File: config.mk
export PLATFORM = sky130hd
export DESIGN_NAME = smmc_front
export DESIGN_NICKNAME = d
export VERILOG_FILES = /design/src/rtl/core/smmc_pkg.sv /design/src/rtl/core/smmc_front.sv
export SDC_FILE = /design/constraint.sdc
export NUM_CORES = 1
export LEC_CHECK = 0
export BUFFER_PORTS_ARGS = -buffer_cell sky130_fd_sc_hd__buf_4
export CAP_MARGIN = 30
export CORE_MARGIN = 2
export CORE_UTILIZATION = 55
export CTS_BUF_LIST = sky130_fd_sc_hd__clkbuf_16
export CTS_CLUSTER_DIAMETER = 30
export CTS_CLUSTER_SIZE = 16
export DETAILED_ROUTE_END_ITERATION = 12
export PLACE_DENSITY = 0.77
export SYNTH_ARGS = -nofsm -noshare
export SYNTH_HDL_FRONTEND = slang
export SYNTH_SLANG_ARGS = --single-unit
File: constraint.sdc
create_clock -name clk -period 10.9 [get_ports clk]
set_clock_uncertainty 0.2 [all_clocks]
set_input_delay 1.635 -clock clk [delete_from_list [all_inputs] [get_ports clk]]
set_output_delay 1.635 -clock clk [all_outputs]
set_load 0.05 [all_outputs]
File: src/rtl/core/smmc_pkg.sv
// ----------------------------------------------------------------------------
// smmc_pkg
// Shared widths, types and codes of the subarray mean match counter.
// ----------------------------------------------------------------------------
package smmc_pkg;

    localparam int SAMPLE_W    = 16;
    localparam int COUNT_W     = 20;
    localparam int MAX_LENGTH  = 1024;
    localparam int WINDOW_BITS = 12;
    localparam int EPOCH_BITS  = 8;

    // samples in one sequence, up to MAX_LENGTH itself
    localparam int ITEMS_W     = $clog2(MAX_LENGTH + 1);
    // running prefix: MAX_LENGTH differences of SAMPLE_W+1 bits each
    localparam int PREFIX_W    = SAMPLE_W + 1 + $clog2(MAX_LENGTH);
    localparam int TABLE_DEPTH = 1 << WINDOW_BITS;

    // front-to-back queue
    localparam int MQ_DEPTH    = 4;
    localparam int MQ_PTR_W    = $clog2(MQ_DEPTH);
    localparam int MQ_CNT_W    = $clog2(MQ_DEPTH + 1);

    // result queue
    localparam int OQ_DEPTH    = 4;
    localparam int OQ_PTR_W    = $clog2(OQ_DEPTH);
    localparam int OQ_CNT_W    = $clog2(OQ_DEPTH + 2);

    typedef struct packed {
        logic signed [SAMPLE_W-1:0] sample;
        logic                       first;
    } smmc_in_t;

    typedef struct packed {
        logic [COUNT_W-1:0] run_count;
        logic               out_of_window;
    } smmc_out_t;

    // one classified item, as the back part carries it out
    typedef struct packed {
        logic [WINDOW_BITS-1:0] idx;
        logic                   lookup;
        logic                   zero;
        logic                   first;
        logic                   sweep;
        logic [EPOCH_BITS-1:0]  epoch;
        logic                   window_flag;
    } smmc_op_t;

    typedef struct packed {
        logic [EPOCH_BITS-1:0] tag;
        logic [ITEMS_W-1:0]    count;
    } smmc_entry_t;

    typedef enum logic {
        BK_SWEEP,
        BK_RUN
    } smmc_back_state_t;

endpackage

File: src/rtl/core/smmc_front.sv
// ----------------------------------------------------------------------------
// smmc_front
// Accepts items, keeps the running prefix, length and epoch of the sequence
// and turns each item into a table operation for the back part.
// ----------------------------------------------------------------------------
module smmc_front (
    input  logic                                 clk,
    input  logic                                 rst_n,
    input  logic                                 cfg_wr_en,
    input  logic signed [smmc_pkg::SAMPLE_W-1:0] cfg_wr_data,
    input  logic                                 accept,
    input  smmc_pkg::smmc_in_t                   in_item,
    output smmc_pkg::smmc_op_t                   op
);

    logic signed [smmc_pkg::SAMPLE_W-1:0]  target_reg;
    logic signed [smmc_pkg::PREFIX_W-1:0]  prefix_reg;
    logic signed [smmc_pkg::PREFIX_W-1:0]  prefix_next;
    logic [smmc_pkg::ITEMS_W-1:0]          items_reg;
    logic [smmc_pkg::ITEMS_W-1:0]          items_next;
    logic [smmc_pkg::EPOCH_BITS-1:0]       epoch_reg;
    logic [smmc_pkg::EPOCH_BITS-1:0]       epoch_next;
    logic                                  flag_reg;
    logic                                  flag_next;

    logic signed [smmc_pkg::PREFIX_W-1:0]  prefix_base;
    logic [smmc_pkg::ITEMS_W-1:0]          items_base;
    logic                                  flag_base;
    logic signed [smmc_pkg::SAMPLE_W:0]    diff;
    logic signed [smmc_pkg::PREFIX_W-1:0]  prefix_sum;
    logic [smmc_pkg::PREFIX_W-smmc_pkg::WINDOW_BITS:0] upper;
    logic                                  full_len;
    logic                                  in_win;

    always_comb
    begin
        // a new sequence starts from an empty prefix in the next epoch
        epoch_next  = in_item.first ? epoch_reg + 1'b1 : epoch_reg;
        prefix_base = in_item.first ? '0 : prefix_reg;
        items_base  = in_item.first ? '0 : items_reg;
        flag_base   = in_item.first ? 1'b0 : flag_reg;

        diff       = {in_item.sample[smmc_pkg::SAMPLE_W-1], in_item.sample}
                   - {target_reg[smmc_pkg::SAMPLE_W-1], target_reg};
        prefix_sum = prefix_base
                   + {{(smmc_pkg::PREFIX_W-smmc_pkg::SAMPLE_W-1){diff[smmc_pkg::SAMPLE_W]}},
                      diff};

        full_len = (items_base >= smmc_pkg::ITEMS_W'(smmc_pkg::MAX_LENGTH));
        upper    = prefix_sum[smmc_pkg::PREFIX_W-1:smmc_pkg::WINDOW_BITS-1];
        in_win   = (upper == '0) || (upper == '1);

        prefix_next = full_len ? prefix_base : prefix_sum;
        items_next  = full_len ? items_base : items_base + 1'b1;
        flag_next   = flag_base | full_len | ~in_win;

        // offset by half the window: flip the window's top bit
        op.idx         = {~prefix_sum[smmc_pkg::WINDOW_BITS-1],
                          prefix_sum[smmc_pkg::WINDOW_BITS-2:0]};
        op.lookup      = ~full_len & in_win;
        op.zero        = (prefix_sum == '0);
        op.first       = in_item.first;
        op.sweep       = in_item.first && (epoch_next == '0);
        op.epoch       = epoch_next;
        op.window_flag = flag_next;
    end

    always_ff @(posedge clk or negedge rst_n)
    begin
        if (!rst_n)
        begin
            target_reg <= '0;
            prefix_reg <= '0;
            items_reg  <= '0;
            epoch_reg  <= '0;
            flag_reg   <= 1'b0;
        end
        else
        begin
            if (cfg_wr_en)
            begin
                target_reg <= cfg_wr_data;
            end
            if (accept)
            begin
                prefix_reg <= prefix_next;
                items_reg  <= items_next;
                epoch_reg  <= epoch_next;
                flag_reg   <= flag_next;
            end
        end
    end

endmodule

==> metrics.txt <==
status finished clean; I/O pin total 62; critical path arrival 7.78 ns; max layer used met4; # clock sinks 63; part of the power in registers 21.6%; Combinational Power Share 60.1%; number of synthesized flops with an enable pin 0; vertical die dimension 103 um; Synth-to-Final Area Change 15.4%; kind of critical path input pin to output pin; leakage power summed over all cells 2.75 nW; normalized max-slew margin 45.1%; number of synthesized register bits 63; distinct cell type count of the synthesized netlist 80; Max Fclk 104 MHz; flip-flop count of the largest register after layout 27; HPWL after detailed placement 9.22 mm; most frequent cells in the layout nand2_1, dfrtp_1, buf_4, o21ai_0, ha_1; insertion delay to the later sink of the worst-skew pair 0.33 ns; Max Buffers Root-to-Sink 2; Post-Route Setup TNS 0 ns; via density per instance 5.84; setup repair after global routing missed its margin no; Pre-antenna DRT Iters 5; Worst path top cell family by delay compound AO/OA/AOI/OAI gates; met2 wire len 6.18 mm; proportion of power drawn by the clock network 18.3%; area taken by flip-flops and latches 1580 sq um; cell internal power dissipation 0.000871 W; Clock Pin Slew Worst Setup and Hold Paths 0.05 ns; number of buffer and inverter instances along the worst setup path 2; vias 4737; largest area contributor in the synthesized netlist dfrtp_1; required time reported for the critical path endpoint 9.07 ns; share of the yosys chip area belonging to registers 29.3%; total of warnings raised by yosys 0; synthesized net count 704; cts-stage hold buffer count 0; number of DRC markers in iteration 0 215; cell area after layout 6220 sq um; aggregate routed wire length 12.6 mm; placeable core region 9640 sq um; Switching Fraction 47.5%; Die Area 10600 sq um; # Post-CTS Setup Buffers 0; total power draw 0.00166 W; leading cell type in the layout, fill and taps excluded nand2_1; Critical-path top delay cell or4_1; number of endpoints failing setup at the final stage 0; final-stage net count 754; overall routing resource usage 25.1%; final worst-path cycle share 88.2%; port buffer count 61; final period demand of the worst path 9.62 ns; setup slack after placement 1.32 ns; syn_area_per_cell 8.63 sq um; CTS H-tree depth 3; final worst-path setup slack 1.28 ns; Worst setup EP type output pin; clock tree from TritonCTS built; slowest stage delay, CP 0.52 ns; proportion of register bits with asynchronous set or reset after synthesis 100%; fraction of layout instances using a drive strength above 1 18.1%; starting utilization of the core area 55.9%; predominant post-synthesis flop cell dfrtp_1; most repeated library cell on the critical path o21ai_0; instance area at placement 5910 sq um; Hold Slack 0.279 ns; biggest area contributors in the synthesized netlist dfrtp_1, ha_1, xnor2_1, nand2_1, mux2_2; met3 WL 551 um; final slew viol count 0; areal power density over the cells 267 nW/um^2; crit start category input pin; horizontal die dimension 103 um; GRT overflow 0; master cell of the clock root buffer clkbuf_16; cell row count 36; number of hold-slack violations in the final timing report 0; multi-input logic area 3560 sq um; DRC violation count after routing 0; post-synthesis instance total 624; fillcell total 830; count of antenna diodes in the layout 0; Routability Congestion 0.933; worst vdd rail ir drop 0.158 mV; maximum number of pins on one net before global-route repair 64; post-detailed-route count of antenna-violating nets 0; worst min-delay path category flop to flop; post-detailed-route wirelength per cell 15.6 um; cts repair resizes 0; number of antenna violations at the first check in global routing 0; pin slew with the least headroom to its limit 0.824 ns; number of global-route vias before repair 4563; CP max FO 4; TritonCTS buffer count 9; routed metal-1 wirelength 5.63 mm; Synth top area share 29.3%; max-cap violations 0; first-pass GRT wire length 21.1 mm; P_sw 0.000788 W; total standard cell area after synthesis 5390 sq um
==> layer usage <==
metal / up-vias / global-route usage [%]
li1: 2330 / -
met2: 137 / 42.2
met5: - / 0
met3: 25 / 4.41
met1: 2245 / 32.1
met4: 0 / 9.92
==> synth_stat cells, drive strengths merged, types with 12 or more instances <==
cell	n
inv	36
nand3	18
dfrtp	63
ha	41
xor2	18
xnor2	38
mux2	22
clkbuf	12
nor2	38
o21ai	47
nand2	73
a21oi	34
nor2b	34
==> area by class of cell <==
class | instances | area share, %
clock buffers | 9 | 3.62
clock inverters | 6 | 1.39
inverters | 37 | 2.23
multi-input cells | 501 | 57.2
flip-flops and latches | 63 | 25.4
well taps | 133 | 2.68
repair buffers | 62 | 7.48
==> worst paths after layout <==
path	slack (ns)	startpoint	endpoint	cells past startpoint
max reg2reg	4.33	target_reg[1]	flag_reg	27
min in group asynchronous	1.20	rst_n	epoch_reg[7]	1
min reg2reg	0.28	prefix_reg[21]	prefix_reg[21]	2
min	0.28	prefix_reg[21]	prefix_reg[21]	2
max in group asynchronous	8.76	rst_n	prefix_reg[20]	1
max	1.28	in_item[2]	op[12]	28
==> worst min-delay path: stages (launching register included) <==
cell and delay, ns:
dfrtp_1 0.33, nand2_1 0.05, o21ai_0 0.06
==> power by group through the flow <==
| stage | sequential (W) | clock, W | combinational [W] |
|---|---|---|---|
| after floorplan | 0.000339 | 0 | 0.000769 |
| after global placement | 0.000353 | 0 | 0.000964 |
| after detailed placement | 0.000358 | 0 | 0.000985 |
| after CTS | 0.000356 | 0.000309 | 0.000994 |
| after global routing | 0.000368 | 0.000321 | 0.00108 |
| final | 0.000358 | 0.000304 | 0.000997 |
==> stage by stage <==
step                      instances  util (%)
after detailed placement        796      61.3
after global placement          796      61.3
final                           811      64.5
after global routing            811      64.5
after CTS                       811      64.5
after floorplan                 624         -
==> cells by family (layout without fill, tap and decap cells) <==
logic type               Yosys count  after routing  share of synthesized area (%)
adder cells (fa/ha/maj)           45             45                           10.7
flip-flops                        63             63                           29.3
AO/OA/AOI/OAI                    160            160                           20.5
multiplexers                      26             26                           5.34
AND/OR/NAND/NOR                  214            214                           20.3
XOR/XNOR                          56             56                           9.25
buffers and inverters             60            114                           4.65
(Power assumes the default switching activity.)
