### src/rtl/core/smmc_pkg.sv
// ----------------------------------------------------------------------------
// smmc_pkg
// Shared widths, types and codes of the subarray mean match counter.
// ----------------------------------------------------------------------------
package smmc_pkg;

    localparam int SAMPLE_W    = 16;
    localparam int COUNT_W     = 20;
    localparam int MAX_LENGTH  = 1024;
    localparam int WINDOW_BITS = 12;
    localparam int EPOCH_BITS  = 8;

    // samples in one sequence, up to MAX_LENGTH itself
    localparam int ITEMS_W     = $clog2(MAX_LENGTH + 1);
    // running prefix: MAX_LENGTH differences of SAMPLE_W+1 bits each
    localparam int PREFIX_W    = SAMPLE_W + 1 + $clog2(MAX_LENGTH);
    localparam int TABLE_DEPTH = 1 << WINDOW_BITS;

    // front-to-back queue
    localparam int MQ_DEPTH    = 4;
    localparam int MQ_PTR_W    = $clog2(MQ_DEPTH);
    localparam int MQ_CNT_W    = $clog2(MQ_DEPTH + 1);

    // result queue
    localparam int OQ_DEPTH    = 4;
    localparam int OQ_PTR_W    = $clog2(OQ_DEPTH);
    localparam int OQ_CNT_W    = $clog2(OQ_DEPTH + 2);

    typedef struct packed {
        logic signed [SAMPLE_W-1:0] sample;
        logic                       first;
    } smmc_in_t;

    typedef struct packed {
        logic [COUNT_W-1:0] run_count;
        logic               out_of_window;
    } smmc_out_t;

    // one classified item, as the back part carries it out
    typedef struct packed {
        logic [WINDOW_BITS-1:0] idx;
        logic                   lookup;
        logic                   zero;
        logic                   first;
        logic                   sweep;
        logic [EPOCH_BITS-1:0]  epoch;
        logic                   window_flag;
    } smmc_op_t;

    typedef struct packed {
        logic [EPOCH_BITS-1:0] tag;
        logic [ITEMS_W-1:0]    count;
    } smmc_entry_t;

    typedef enum logic {
        BK_SWEEP,
        BK_RUN
    } smmc_back_state_t;

endpackage

### src/rtl/core/smmc_queue.sv
// ----------------------------------------------------------------------------
// smmc_queue
// Short queue of table operations between the front and back parts.
// ----------------------------------------------------------------------------
module smmc_queue (
    input  logic               clk,
    input  logic               rst_n,
    input  logic               push,
    input  smmc_pkg::smmc_op_t push_op,
    output logic               full,
    input  logic               pop,
    output smmc_pkg::smmc_op_t head_op,
    output logic               empty
);

    smmc_pkg::smmc_op_t              slot_reg [smmc_pkg::MQ_DEPTH];
    logic [smmc_pkg::MQ_PTR_W-1:0]   wr_ptr_reg;
    logic [smmc_pkg::MQ_PTR_W-1:0]   rd_ptr_reg;
    logic [smmc_pkg::MQ_CNT_W-1:0]   cnt_reg;
    logic [smmc_pkg::MQ_CNT_W-1:0]   cnt_next;
    logic                            do_push;
    logic                            do_pop;

    assign full    = (cnt_reg == smmc_pkg::MQ_CNT_W'(smmc_pkg::MQ_DEPTH));
    assign empty   = (cnt_reg == '0);
    assign head_op = slot_reg[rd_ptr_reg];
    assign do_push = push & ~full;
    assign do_pop  = pop & ~empty;

    always_comb
    begin
        cnt_next = cnt_reg;
        if (do_push && !do_pop)
        begin
            cnt_next = cnt_reg + 1'b1;
        end
        else if (do_pop && !do_push)
        begin
            cnt_next = cnt_reg - 1'b1;
        end
    end

    always_ff @(posedge clk or negedge rst_n)
    begin
        if (!rst_n)
        begin
            wr_ptr_reg <= '0;
            rd_ptr_reg <= '0;
            cnt_reg    <= '0;
        end
        else
        begin
            cnt_reg <= cnt_next;
            if (do_push)
            begin
                wr_ptr_reg <= wr_ptr_reg + 1'b1;
            end
            if (do_pop)
            begin
                rd_ptr_reg <= rd_ptr_reg + 1'b1;
            end
        end
    end

    always_ff @(posedge clk)
    begin
        if (do_push)
        begin
            slot_reg[wr_ptr_reg] <= push_op;
        end
    end

    a_cnt_bound: assert property (@(posedge clk) disable iff (!rst_n)
        cnt_reg <= smmc_pkg::MQ_CNT_W'(smmc_pkg::MQ_DEPTH))
        else $error("operation queue count out of range");

endmodule

### config.mk
export PLATFORM = sky130hd
export DESIGN_NAME = smmc_queue
export DESIGN_NICKNAME = d
export VERILOG_FILES = /design/src/rtl/core/smmc_pkg.sv /design/src/rtl/core/smmc_queue.sv
export SDC_FILE = /design/constraint.sdc
export NUM_CORES = 1
export LEC_CHECK = 0
export ABC_AREA = 1
export BUFFER_PORTS_ARGS = -buffer_cell sky130_fd_sc_hd__buf_4
export CAP_MARGIN = 25
export CORE_MARGIN = 10
export CORE_UTILIZATION = 45
export CTS_CLUSTER_DIAMETER = 30
export DETAILED_ROUTE_END_ITERATION = 6
export PLACE_DENSITY = 0.67
export SETUP_SLACK_MARGIN = 0.5
export SYNTH_ARGS = -nofsm -noshare
export SYNTH_HDL_FRONTEND = slang
export SYNTH_SLANG_ARGS = --single-unit
export TNS_END_PERCENT = 1
### constraint.sdc
create_clock -name clk -period 2.4 [get_ports clk]
set_clock_uncertainty 0.15 [all_clocks]
set_input_delay 0.48 -clock clk [delete_from_list [all_inputs] [get_ports clk]]
set_output_delay 0.48 -clock clk [all_outputs]
set_load 0.005 [all_outputs]
==> metrics.yaml, run 1 <==
clock_network:
  cts_inserted_buffers: 9
  clk_path_buf_depth: 2
  cts_tree: "yes"
  clock_latency_ps: 360
  clkTransAtPathRegs_ps: 100
  htreeDepth: 3
  cts_sinks: 107
  cts-root-buf: "clkbuf_8"
logic_synthesis:
  synth.top_cells.by_area: "edfxtp_1, o211ai_1, nand2_1, inv_1, dfrtp_1"
  synth_compound_area_share_pct: 8.74
  yosysWarnings: 0
  yosys.area_share.simple_pct: 8.99
  avgSynthCellArea_um2: 12.7
  synth_nets: 388
  ys_types: 18
  yosys-top-cells-count: "edfxtp_1, nand2_1, inv_1"
  synthFlopType: "edfxtp_1"
  yosys.area.top_type: "edfxtp_1"
  ys_seq_area_share_pct: 71.1
  synthXorXnorAreaFrac_pct: 0.196
  synth_edf_count: 100
  yosysMostFrequentCell: "edfxtp_1"
  async_flop_share_pct: 6.54
  synth_top_family_by_area: "buffers and inverters"
  synth_top_area_share_pct: 67.2
  synthMuxAreaShare_pct: 0
  ys_ff_latch: 107
  synth_area_um2: 4470
  syn_inst: 353
  synth_fa_ha_area_share_pct: 1.85
pwr:
  swShare_pct: 34.7
  pwr-share-comb_pct: 43.9
  max-vdd-ir-drop_mv: 0.615
  clockPowerShare_pct: 14.9
  p_leak_nw: 2.27
  total_power_w: 0.00630
  switchingPower_w: 0.00218
  intPower_w: 0.00412
  pwr-share-seq_pct: 41.3
  powerDensity_nw_per_um2: 1160
global_routing:
  track_usage_pct: 12.0
  grt_pass1_vias: 2651
  grt_max_degree: 38
  grt_pass1_wl_um: 13600
  grt_antenna_before_repair: 0
  gr-total-overflow: 0
placed_design:
  gp_congestion: 0.752
  dp_cells: 534
  dpl.hpwl_um: 5240
  io_buffers: 55
setup_path:
  endpoint_kind: "output port"
  path_buf_inv: 3
  crit_top_cell: "nand2_1"
  cp-start-kind: "flop"
  cp_num_cells: 6
  critPathArrivalTime_ps: 1550
  path_class: "flop to output port"
  reg2reg_depth: 10
  critPathMaxFanout: 13
  critPathMaxStageDelay_ps: 490
  crit_chain: "inv_8, clkbuf_16, nand2_1, o211ai_1, nand2_1, buf_4"
  cp_slowest_cell: "dfrtp_2"
  worstPathRequired_ps: 1770
  path_delay_family: "flip-flops"
final_layout:
  drive_gt1_share_pct: 22.8
  fin_nets: 460
  largest_reg_flops: 100
  fin_cells: 562
  insertedDiodeCount: 0
  area_growth_pct: 21.5
  nFillCells: 846
detailed_routing:
  drc_errors: 0
  drtAntennaViolNets: 0
  num_vias: 2707
  drt_iter0_markers: 125
  avgRoutedWirePerCell_um: 16.1
  drt_first_pass_iters: 4
  viasPerCell: 4.82
  wl_um: 9040
timing:
  grt_setup_unrepaired: "true"
  fin_crit_sh_pct: 90.9
  fmax_mhz: 458
  drv_slew: 0
  tightest_slew_ps: 387
  max_slew_margin_pct: 74.2
  fin_crit_ps: 2180
  setup_violations: 0
  hold_violations: 0
  fin_setup_tns_ps: 0
die:
  core_um2: 9730
  dieArea_um2: 14300
  die_x_um: 120
  row_count: 36
  pin_count: 56
  initial_core_util_pct: 45.9
  die_h_um: 120
run:
  cap_violations: 0
hold_path:
  worstHoldPathType: "input port to flop"
  whs_path_depth: 1
status:
  status: "completed"
power by group through the flow:
stage,sequential [W],combinational (W),clock (W)
global route,0.00264,0.00307,0.00104
global placement,0.00261,0.00233,0
finish,0.00260,0.00277,0.000937
floorplan,0.00260,0.00147,0
detailed placement,0.00262,0.00239,0
CTS,0.00258,0.00252,0.000967
final cells by class:
type,instances,area [µm²],area share (%)
inverter,68,265,4.89
multi-input combinational,162,913,16.8
clock buffer,11,131,2.42
timing repair buffer,76,738,13.6
sequential,107,3180,58.6
timing repair inverter,1,6.26,0.115
clock inverter,4,28.8,0.530
tap,133,166,3.07
path summary, 6_finish.rpt:
| kind | slack, ps | startpoint | endpoint |
|---|---|---|---|
| min in group asynchronous | 310 | rst_n | wr_ptr_reg[1] |
| min | 160 | push_op[10] | slot_reg[2][10] |
| max | 220 | rd_ptr_reg[0] | head_op[18] |
| min reg2reg | 360 | cnt_reg[2] | cnt_reg[2] |
| max in group asynchronous | 1650 | rst_n | rd_ptr_reg[0] |
| max reg2reg | 400 | cnt_reg[0] | cnt_reg[2] |
worst register-to-register path: stages (launching register included):
cell	delay, ps
dfrtp_1	430
inv_1	90
nand3_1	190
nand2_1	150
ha_1	180
inv_1	70
fa_1	380
inv_1	70
nand2_1	60
nand4_1	90
nand2_1	60
per-stage QoR:
step | hold slack (ps) | setup slack (ps) | util, % | cell area [µm²]
floorplan | 34.4 | 413 | - | 4480
global placement | 153 | 423 | 51.8 | 5040
detailed placement | 153 | 385 | 51.8 | 5040
CTS | 146 | 212 | 54.2 | 5270
global route | 141 | 129 | 55.8 | 5430
finish | 162 | 218 | 55.8 | 5430
what timing repair did:
| action | 4_1_cts | 5_1_grt |
|---|---|---|
| gates resized for setup | 3 | 5 |
| hold buffers | 1 | 0 |
| cloned | 1 | 7 |
| endpoints found under the hold margin | 7 | 0 |
| pin swaps | 1 | 1 |
| endpoints found under the setup margin | 28 | 54 |
| setup buffers | 3 | 1 |
layer usage:
metal | up-vias | wire length (µm) | global-route usage, %
met5 | - | 0 | 0
met4 | 0 | 165 | 4.30
met3 | 15 | 619 | 3.75
met2 | 77 | 4370 | 20.0
met1 | 1270 | 3890 | 14.3
li1 | 1345 | - | -
cell families after synthesis:
group,Yosys count
buffers and inverters,84
AOI/OAI and AO/OA,51
DFF,107
xor gates and xnor gates,1
and+or+nand+nor,104
adders and majority gates,6
cell usage in the layout, fill, tap and decap left out, drive strengths merged:
| cell type | synthesis | layout |
|---|---|---|
| clkinvlp | 0 | 2 |
| dlygate4sd3 | 0 | 1 |
| buf | 15 | 70 |
| clkbuf | 1 | 16 |
| edfxtp | 100 | 100 |
| xnor2 | 1 | 1 |
| ha | 5 | 5 |
| inv | 68 | 69 |
| dfrtp | 7 | 7 |
| nand4 | 1 | 1 |
| nand2 | 92 | 92 |
| fa | 1 | 1 |
| clkinv | 0 | 2 |
| o21ai | 1 | 1 |
| o211ai | 50 | 50 |
| nand3 | 7 | 7 |
| nor2 | 4 | 4 |
Power figures use the tool's default switching activity.
==> run 2: changes to the inputs <==
Settings changed: ABC_AREA 1 to default.
==> run 2 against run 1 <==
  * Highest routed layer unchanged
  * Synthesized cell count decreased by 53%
  * Core utilization increased by 2.4 points
  * Critical path type unchanged
  * Critical path depth decreased by 2
  * First-iteration DRC count decreased by 37%
  * Sequential share of layout area increased by 3.8 points
  * Non-clock buffer count unchanged
  * Largest power group is now sequential cells
  * Sequential power increased by 2%
==> metrics.yaml, run 2 <==
timing:
  fin_ws_ps: 48.2  # -169 ps
  tightest_slew_ps: 215  # -172 ps
  setup_violations: 0  # unchanged
  fmax_mhz: 425  # -7.2%
  hold_violations: 0  # unchanged
  drv_slew: 0  # unchanged
  fin_crit_sh_pct: 98.0  # +7.1 points
  worst_hold_slack_ps: 167  # +4.38 ps
  fin_crit_ps: 2350  # +169 ps
  grt_setup_unrepaired: "true"
  max_slew_margin_pct: 85.7  # +11 points
final_layout:
  insertedDiodeCount: 0  # unchanged
  final_cell_mix: "edfxtp_1, buf_4, mux4_2, buf_6, clkbuf_8"
  fin_util_pct: 58.2  # +2.4 points
  drive_gt1_share_pct: 50.0  # +27 points
  fin_cells: 360  # -36%
  regArea_um2: 3180  # about the same
  largest_reg_flops: 100  # unchanged
  layout_commonest_cell: "edfxtp_1"
  fin_nets: 282  # -39%
  multiInputGateArea_um2: 823  # -9.9%
  area_growth_pct: 25.0
  nFillCells: 626  # -26%
logic_synthesis:
  avgSynthCellArea_um2: 24.5  # +93%
  yosysMostFrequentCell: "edfxtp_1"
  synth_nets: 202  # -48%
  yosys-top-cells-count: "edfxtp_1, mux4_2, dfrtp_1, mux4_1, ha_1"
  ys_ff_latch: 107  # unchanged
  yosys.area.top_type: "edfxtp_1"
  synthFlopType: "edfxtp_1"
  syn_inst: 167  # -53%
  synth_area_um2: 4080  # -8.6%
  async_flop_share_pct: 6.54  # unchanged
  yosysWarnings: 0  # unchanged
  synth.top_cells.by_area: "edfxtp_1, mux4_2, mux4_1, dfrtp_1, ha_1"
  ys_seq_area_share_pct: 77.8  # +6.7 points
  synth_edf_count: 100  # unchanged
  ys_types: 21  # +3
  synth_top_area_share_pct: 73.5  # +6.3 points
clock_network:
  clkTransAtPathRegs_ps: 90  # about the same
  clock_latency_ps: 350  # about the same
  cts-root-buf: "clkbuf_8"
  htreeDepth: 3  # unchanged
  cts_sinks: 107  # unchanged
  cts_tree: "yes"
  cts_inserted_buffers: 9  # unchanged
  clk_path_buf_depth: 2  # unchanged
hold_path:
  hold_start: "push_op[16]"
  whs_endpoint: "slot_reg[0][16]"
  whs_path_depth: 1  # unchanged
  worstHoldPathType: "input port to flop"
setup_path:
  crit_top_cell: "buf_6"
  cp_slowest_cell: "mux4_2"
  worstPathRequired_ps: 1770  # about the same
  cp-startpoint: "rd_ptr_reg[0]"
  r2r_slack_ps: 270  # -130 ps
  cp-start-kind: "flop"
  critPathMaxFanout: 5  # -8
  crit_chain: "buf_6, buf_16, mux4_2, buf_6"
  critPathMaxStageDelay_ps: 520  # +30 ps
  path_class: "flop to output port"
  r2r_start: "cnt_reg[1]"
  worstReg2RegEnd: "cnt_reg[2]"
  path_delay_family: "multiplexers"
  path_buf_inv: 3  # unchanged
  critPathArrivalTime_ps: 1720  # +170 ps
  endpoint_kind: "output port"
  reg2reg_depth: 8  # -2
placed_design:
  dpl.hpwl_um: 4590  # -12%
  dp_cells: 335  # -37%
  gp_congestion: 0.683  # -9.2%
  pre_cts_ws_ps: 272  # -113 ps
  io_buffers: 55  # unchanged
global_routing:
  grt_pass1_vias: 2061  # -22%
  grt_antenna_before_repair: 0  # unchanged
  grt_pass1_wl_um: 11000  # -19%
  gr-total-overflow: 0  # unchanged
  track_usage_pct: 11.1  # -0.93 points
  grt_max_degree: 21  # -45%
detailed_routing:
  dr_wl_met3_um: 462  # -25%
  wirelength_met1_um: 2980  # -23%
  drc_errors: 0  # unchanged
  drt_iter0_markers: 79  # -37%
  drt_first_pass_iters: 4  # unchanged
  wl_um: 7090  # -22%
  wl_met2_um: 3520  # -19%
  viasPerCell: 5.17  # +7.3%
  drtAntennaViolNets: 0  # unchanged
  top_layer_used: "met4"
  avgRoutedWirePerCell_um: 19.7  # +22%
  num_vias: 1861  # -31%
pwr:
  max-vdd-ir-drop_mv: 0.660  # +7.3%
  powerDensity_nw_per_um2: 1190  # +2.2%
  p_leak_nw: 1.81  # -20%
die:
  die_h_um: 115  # -3.6%
  die_x_um: 115  # -3.6%
  core_um2: 8760  # -9.9%
  dieArea_um2: 13300  # -7.2%
  initial_core_util_pct: 46.6  # +0.69 points
  pin_count: 56  # unchanged
  row_count: 34  # -5.6%
run:
  cap_violations: 0  # unchanged
status:
  status: "completed"
-- run 2: cell types whose count changed in the layout (fill, tap and decap cells not counted), moves of 3 or more --
cell / before / now
inv_1: 66 / 2
buf_4: 63 / 44
mux4_2: 0 / 25
nand3_1: 7 / 1
buf_6: 2 / 25
clkinv_1: 0 / 3
xnor2_1: 1 / 4
and2_1: 0 / 3
o211ai_1: 48 / 0
nand2_1: 92 / 0
nor2_4: 4 / 0
clkbuf_16: 5 / 1
-- run 2: layout make-up --
cell class,instances,share of cell area (%)
flip-flops and latches,107,62.3
repair buffers,76,14.9
multi-input cells,49,16.1
clock inverters,6,1.10
clock buffers,10,2.50
well taps,108,2.65
inverters,4,0.343
-- run 2: worst max-delay path by stage --
stage,to,cells past startpoint
global placement,cnt_reg[2],8
global route,head_op[11],4
floorplan,slot_reg[1][0],4
finish,head_op[14],4
CTS,head_op[14],4
detailed placement,cnt_reg[2],8
-- run 2: repair_timing --
| item | 4_1_cts | 5_1_grt |
|---|---|---|
| gates cloned | 2 | 1 |
| pin swaps | 0 | 6 |
| endpoints found under the hold margin | 7 | 0 |
| resized for setup | 11 | 31 |
| hold buffers | 1 | 0 |
| buffers inserted | 5 | 0 |
| endpoints found under the setup margin | 95 | 104 |
-- run 2: power by group --
group | switching (W) | leakage (nW) | internal [W]
registers | 0.000162 | 0.995 | 0.00248
clock network | 0.000546 | 0.0850 | 0.000472
logic | 0.000934 | 0.727 | 0.00146
total | 0.00164 | 1.81 | 0.00441
-- run 2: worst reg2reg max path, cell delays in order, from the launching register on --
cell,delay (ps)
dfrtp_2,440
or3_4,430
nand2_4,100
ha_4,150
inv_4,40
fa_2,360
xor2_1,150
nor2_1,70
xor2_1,150
-- run 2: logic make-up (layout without fill, tap and decap cells) --
logic type	count (synthesis)	after routing	synth area share [%]
adder cells (fa/ha/maj)	6	6	2.02
XOR/XNOR	6	6	1.29
buffers and inverters	11	96	2.27
flip-flops	107	107	77.8
multiplexers	27	27	15.1
AND/OR/NAND/NOR	10	10	1.53
-- run 2: metrics by stage --
stage | total power (W) | TNS (ps) | instance area [µm²]
after floorplan | 0.00378 | 0 | 4110
after global placement | 0.00460 | 0 | 4710
after detailed placement | 0.00465 | 0 | 4710
after CTS | 0.00591 | 0 | 4990
after global routing | 0.00640 | -11.6 | 5100
final | 0.00606 | 0 | 5100
-- run 2: layer usage --
| metal | vias to the layer above | track usage, % |
|---|---|---|
| li1 | 842 | - |
| met1 | 958 | 13.7 |
| met2 | 50 | 17.4 |
| met3 | 11 | 3.39 |
| met4 | 0 | 5.20 |
| met5 | - | 0 |
